### src/sv/vector3_magnitude_normalize_assert.svh
// Assertion macros for the vector normalizer.
// Depends on a clock named clk and a reset named rst in the including module.
`ifndef VECTOR3_MAGNITUDE_NORMALIZE_ASSERT_SVH
`define VECTOR3_MAGNITUDE_NORMALIZE_ASSERT_SVH

// Same-cycle implication, disabled during reset.
`define VMN_ASSERT_NOW(label, ante, cons) \
  label: assert property (@(posedge clk) disable iff (rst) (ante) |-> (cons)) \
    else $error("vector normalizer check failed");

// Next-cycle implication, disabled during reset.
`define VMN_ASSERT_NEXT(label, ante, cons) \
  label: assert property (@(posedge clk) disable iff (rst) (ante) |=> (cons)) \
    else $error("vector normalizer check failed");

`endif

### src/sv/vmn_pkg.sv
// Shared types, constants and step functions of the vector normalizer.
// No dependencies.
package vmn_pkg;

  localparam int QUEUE_DEPTH = 4;
  localparam int SQRT_STEPS  = 32;
  localparam int UNIT_BITS   = 17;
  localparam logic [16:0] UNIT_ONE = 17'h10000;

  // Classified item handed from front to back.
  typedef struct packed {
    logic [63:0]      sum;
    logic [2:0][62:0] mag2;
    logic [2:0]       neg;
    logic             zero;
  } vmn_work_t;

  // State of one item inside the back pipeline.
  typedef struct packed {
    logic [63:0]      sum;
    logic [63:0]      rem;
    logic [63:0]      res;
    logic [2:0][94:0] rrem;
    logic [2:0][80:0] qs;
    logic [2:0][16:0] q;
    logic [2:0]       neg;
    logic             zero;
  } vmn_bstate_t;

  function automatic vmn_bstate_t vmn_init(input vmn_work_t w);
    vmn_bstate_t s;
    s.sum  = w.sum;
    s.rem  = w.sum;
    s.res  = '0;
    for (int i = 0; i < 3; i++) begin
      s.rrem[i] = {w.mag2[i], 32'b0};
      s.qs[i]   = '0;
      s.q[i]    = '0;
    end
    s.neg  = w.neg;
    s.zero = w.zero;
    return s;
  endfunction

  // One square-root digit, and for the first UNIT_BITS steps one quotient bit
  // per component. k is a constant per pipeline stage.
  function automatic vmn_bstate_t vmn_step(input vmn_bstate_t s, input int k);
    vmn_bstate_t n;
    logic [63:0] bitv;
    logic [63:0] trial;
    logic [99:0] dv;
    int          b;
    n     = s;
    bitv  = 64'd1 << (62 - 2 * k);
    trial = s.res + bitv;
    if (s.rem >= trial) begin
      n.rem = s.rem - trial;
      n.res = (s.res >> 1) + bitv;
    end else begin
      n.res = s.res >> 1;
    end
    b = UNIT_BITS - 1 - k;
    if (k < UNIT_BITS) begin
      for (int i = 0; i < 3; i++) begin
        dv = ({19'b0, s.qs[i]} << (b + 1)) + ({36'b0, s.sum} << (2 * b));
        if (!s.q[i][16] && dv <= {5'b0, s.rrem[i]}) begin
          n.rrem[i] = s.rrem[i] - dv[94:0];
          n.qs[i]   = s.qs[i] + ({17'b0, s.sum} << b);
          n.q[i]    = s.q[i] | (17'd1 << b);
        end
      end
    end
    return n;
  endfunction

endpackage

### src/sv/vmn_queue.sv
// Short FIFO between front and back.
// Depends on vmn_pkg.
module vmn_queue import vmn_pkg::*; #(
  parameter int DEPTH = QUEUE_DEPTH
) (
  input  logic      clk,
  input  logic      rst,
  input  logic      push,
  input  vmn_work_t push_data,
  input  logic      pop,
  output logic      full,
  output logic      empty,
  output vmn_work_t head
);

  localparam int PW = (DEPTH > 1) ? $clog2(DEPTH) : 1;
  localparam int CW = $clog2(DEPTH + 1);

  vmn_work_t       entries [DEPTH];
  logic [PW-1:0]   wptr, rptr;
  logic [CW-1:0]   count;

  assign full  = (count == CW'(DEPTH));
  assign empty = (count == '0);
  assign head  = entries[rptr];

  always_ff @(posedge clk) begin
    if (rst) begin
      wptr  <= '0;
      rptr  <= '0;
      count <= '0;
    end else begin
      if (push) wptr <= (wptr == PW'(DEPTH - 1)) ? '0 : wptr + 1'b1;
      if (pop)  rptr <= (rptr == PW'(DEPTH - 1)) ? '0 : rptr + 1'b1;
      if (push && !pop) count <= count + 1'b1;
      else if (pop && !push) count <= count - 1'b1;
    end
  end

  always_ff @(posedge clk) begin
    if (push) entries[wptr] <= push_data;
  end

endmodule

### config.mk
export PLATFORM = sky130hd
export DESIGN_NAME = vmn_queue
export DESIGN_NICKNAME = d
export VERILOG_FILES = /design/src/sv/vector3_magnitude_normalize_assert.svh /design/src/sv/vmn_pkg.sv /design/src/sv/vmn_queue.sv
export SDC_FILE = /design/constraint.sdc
export NUM_CORES = 1
export LEC_CHECK = 0
export BUFFER_PORTS_ARGS = -buffer_cell sky130_fd_sc_hd__buf_4
export CORE_ASPECT_RATIO = 0.8
export CORE_UTILIZATION = 60
export DETAILED_ROUTE_END_ITERATION = 12
export GPL_TIMING_DRIVEN = 0
export PLACE_DENSITY = 0.83
export SETUP_SLACK_MARGIN = 0.3
export SKIP_CTS_REPAIR_TIMING = 1
export SLEW_MARGIN = 25
export SYNTH_ARGS = -nofsm -noshare
export SYNTH_HDL_FRONTEND = slang
export SYNTH_SLANG_ARGS = --single-unit
### constraint.sdc
create_clock -name clk -period 14.9 [get_ports clk]
set_clock_uncertainty 0.15 [all_clocks]
set_input_delay 2.98 -clock clk [delete_from_list [all_inputs] [get_ports clk]]
set_output_delay 2.98 -clock clk [all_outputs]
set_load 0.05 [all_outputs]
-- Word level (Yosys, flattened, before mapping)
Memory sizes are Yosys's and may differ from the RTL's. A register that Yosys moved wholly into a read port is not among the register bits.
Cells that the tools add are included.
- register bits after elaboration: 7
- memory bits (writable): 1028
- input port bits: 261
- logic and storage cells: 25
- memories kept: 1
- memory list (memory ; depth ; width ; read ports ; clocked after Yosys merged registers in ; wr ports ; line ; text):
    entries ; 4 ; 257 ; 1 ; 1 ; 1 ; vmn_queue.sv:19 ; vmn_work_t entries [DEPTH];
- add/sub/neg operators: 4
- equal/unequal tests: 3
- muxes and demuxes: 8
- reductions and logical operators: 6
- operators with widths (operator ; number):
    2-bit 2-to-1 mux ; 4
    3-bit 2-to-1 mux ; 2
    2-bit by 1-bit adder with 2-bit output, second input constant ; 2
    2-bit == test, second input constant ; 2
    3-bit by 1-bit adder with 3-bit output, second input constant ; 1
    3-bit == test, second input constant ; 1
    3-bit zero test ; 1
    3-bit by 1-bit subtractor with 3-bit output, second input constant ; 1
    1-bit logical AND ; 2
    1-bit zero test ; 2
    1-bit 2-to-1 mux ; 2
    2-bit nonzero test ; 1

-- Depth between registers and ports, before layout
- word-level depth: 4
- gate-level depth with buffers: 7

-- Worst setup path before layout
No wires, ideal clock.
- kind: input -> register
- start point: input push
- end point: memory entries[0][0] in the netlist's numbering, enable pin
- setup time: 0.649 ns
- data arrival time: 8.788 ns
- required time: 14.101 ns
- slack: 5.313 ns
- stages: 1
- cells stage by stage: and2_1
- longest elaborated chain between the ends: 2
- ends and longest elaborated chain (element ; line ; text):
    start: declaration ; vmn_queue.sv:8 ; input logic push,
    1-bit 2-to-1 mux ; vmn_queue.sv:41 ; if (push) entries[wptr] <= push_data;
    1-bit 2-to-1 mux (implied by the code) ; vmn_queue.sv:41 ;
    end: declaration ; vmn_queue.sv:19 ;
No other way between the ends.

==> run metrics <==
Clock Latency Late Sink between 0.6 and 0.7 ns; FF-to-FF End entries[3][97]; largest net degree at the start of global routing between 40 and 50; Hold EP rptr[1]; fin nets 2297; multi-input logic area ~6000 um2; CTS max path bufs 3; initial antenna violation count 14; Antenna Nets Post-Route 0; starting density of the core 0.613; total power 6850 uW; CTS tree built; Hold WC Path Type flop to flop; Avg WL per Cell 29.4 um; critical path peak fanout 11; Critical Path Source Type flop; Core ar. around 62000 um2; final setup violating endpoints 0; Clock Pin Slew Worst Setup and Hold Paths 0.06 ns; DR iter-0 viols approximately 1500; Final Cycle Share 0.404; post-route insts no fill 2948; RR Startpoint wptr[1]; uppermost layer routed met5; GR Util All Layers 0.274; Detail Placement HPWL 51500 um; Synth Area per Inst 27.2 um2; final hold viol count 0; most frequent cells in the layout 1028 x edfxtp_1, 521 x buf_4, 257 x mux4_2, 97 x clkbuf_16, 33 x buf_12; number of top-level pins 520; RSZ-0062 raised after global routing no; hold_sp rptr[1]; Seq/Total Area, Yosys 0.823; Pins Over Slew Limit 0; Area Growth Syn to Fin 23.3%; CTS buffer count 95; register bit total from synthesis 1037; CP arrival 2.89 ns; Seq. cell area 31000 um2; Power per Cell Area between 100 and 150 nW/um2; Root Buffer clkbuf_16; Slew headroom 0.389; Fill cells 3031; Leak Pwr 0.0158 uW; critical path type flop to output port; CP Capture Type output port; met3 wire length 8010 um; first-pass GRT wire length 124000 um; IO buf count 519; Worst Max-Slew Pin Slew 0.917 ns; H-Tree Depth 3; metal2 WL 46700 um; Max-cap violations 0; # rows 81; Net Count, Synth approximately 1700; most common cell after layout, fill and taps aside edfxtp_1; Warnings, synthesis 0; Reg2Reg Depth 5; Fin Setup TNS 0 ns; share of layout cells above drive strength 1 0.474; gr ovfl total 0; Clock Sink Count 1037; status completed; Mapped Area 37700 um2; drt pass-1 iters 5; Cells after Synth 1387; post-layout min period around 6.0 ns; WL final 86600 um; internal reg-to-reg setup slack 12.23 ns; distinct cell type count after synthesis 20; metal1 wirelength 28700 um; DRC Markers 0; die span in y 226 um; routed via count around 18000; VDD IR max 0.145 mV; gpl congestion between 0.7 and 0.8; Die X 282 um; worst hold slack 0.405 ns; Util after Layout 0.756; die area 63900 um2; placed cell count 2762; number of global-route vias before repair 19200; WHS Path Cells 2; Via density ~6; WP data required 11.77 ns; Fmax 166 MHz
[state kept, by name, indices dropped and copies added (netlist names), named ones only]
name	count
count	3
entries	1028
wptr	2
rptr	2
[worst max-delay path by stage]
stage | from | end | slack [ns]
CTS | flop | head[22] | 8.73
finish | flop | head[136] | 8.88
global route | flop | head[136] | 8.81
detailed placement | flop | head[22] | 9.47
floorplan | push | entries[0][0] | 5.31
global placement | push | entries[3][103] | 0.87
[stage by stage]
step,area (um2),worst slack [ns]
2_1_floorplan,37800,5.31
3_3_place_gp,42700,0.870
3_5_place_dp,43300,9.47
4_1_cts,46500,8.73
5_1_grt,46600,8.81
6_report,46600,8.88
[critical path, stage by stage, from the launching register on]
cell and delay (ns):
dfxtp_1 0.31, buf_2 0.15, clkbuf_1 0.70, buf_2 0.44
mux4_2 0.42, buf_4 0.23
[final cells by class]
| cell class | count | share of cell area |
|---|---|---|
| well taps | 830 | 0.0223 |
| plain buffers | 58 | 0.0140 |
| flip-flops and latches | 1037 | 0.667 |
| inverters | 4 | 0.000322 |
| diodes | 11 | 0.000591 |
| repair buffers | 545 | 0.0973 |
| clock buffers | 113 | 0.0534 |
| multi-input cells | 288 | 0.130 |
| clock inverters | 62 | 0.0155 |
[cell families (layout without fill, tap and decap cells)]
group / count (synthesis) / in the layout / synth area share
buffers and inverters: 62 / 782 / 0.0177
AND/OR/NAND/NOR: 15 / 15 / 0.00205
AO/OA/AOI/OAI: 3 / 3 / 0.000398
multiplexers: 261 / 261 / 0.154
adder cells (fa/ha/maj): 7 / 7 / 0.00252
other: 0 / 11 / 0
flip-flops: 1037 / 1037 / 0.823
XOR/XNOR: 2 / 2 / 0.000464
[report_power, final]
group / switching, uW / internal [uW] / total [uW]
Clock: 1060 / 1440 / 2510
Combinational: 626 / 340 / 966
Sequential: 37.0 / 3340 / 3380
[Yosys cell counts, drive strengths merged]
cell / count / area [um2]
fa: 1 / 20.0
a21oi: 2 / 10.0
dfxtp: 9 / 180
or3: 1 / 6.26
nor2: 7 / 26.3
and2: 4 / 25.0
clkbuf: 4 / 15.0
xor2: 2 / 17.5
mux4: 257 / 5790
nor3b: 2 / 15.0
mux2i: 4 / 40.0
nor3: 1 / 5.00
o21ai: 1 / 5.00
buf: 54 / 637
ha: 6 / 75.1
edfxtp: 1028 / 30900
inv: 4 / 15.0
[per-layer routing]
metal / up-vias / global-route usage
met5: - / 0
met4: 12 / 0.109
met3: 180 / 0.0842
met2: 848 / 0.482
met1: 9328 / 0.313
li1: 7360 / -
(Power assumes the default switching activity.)
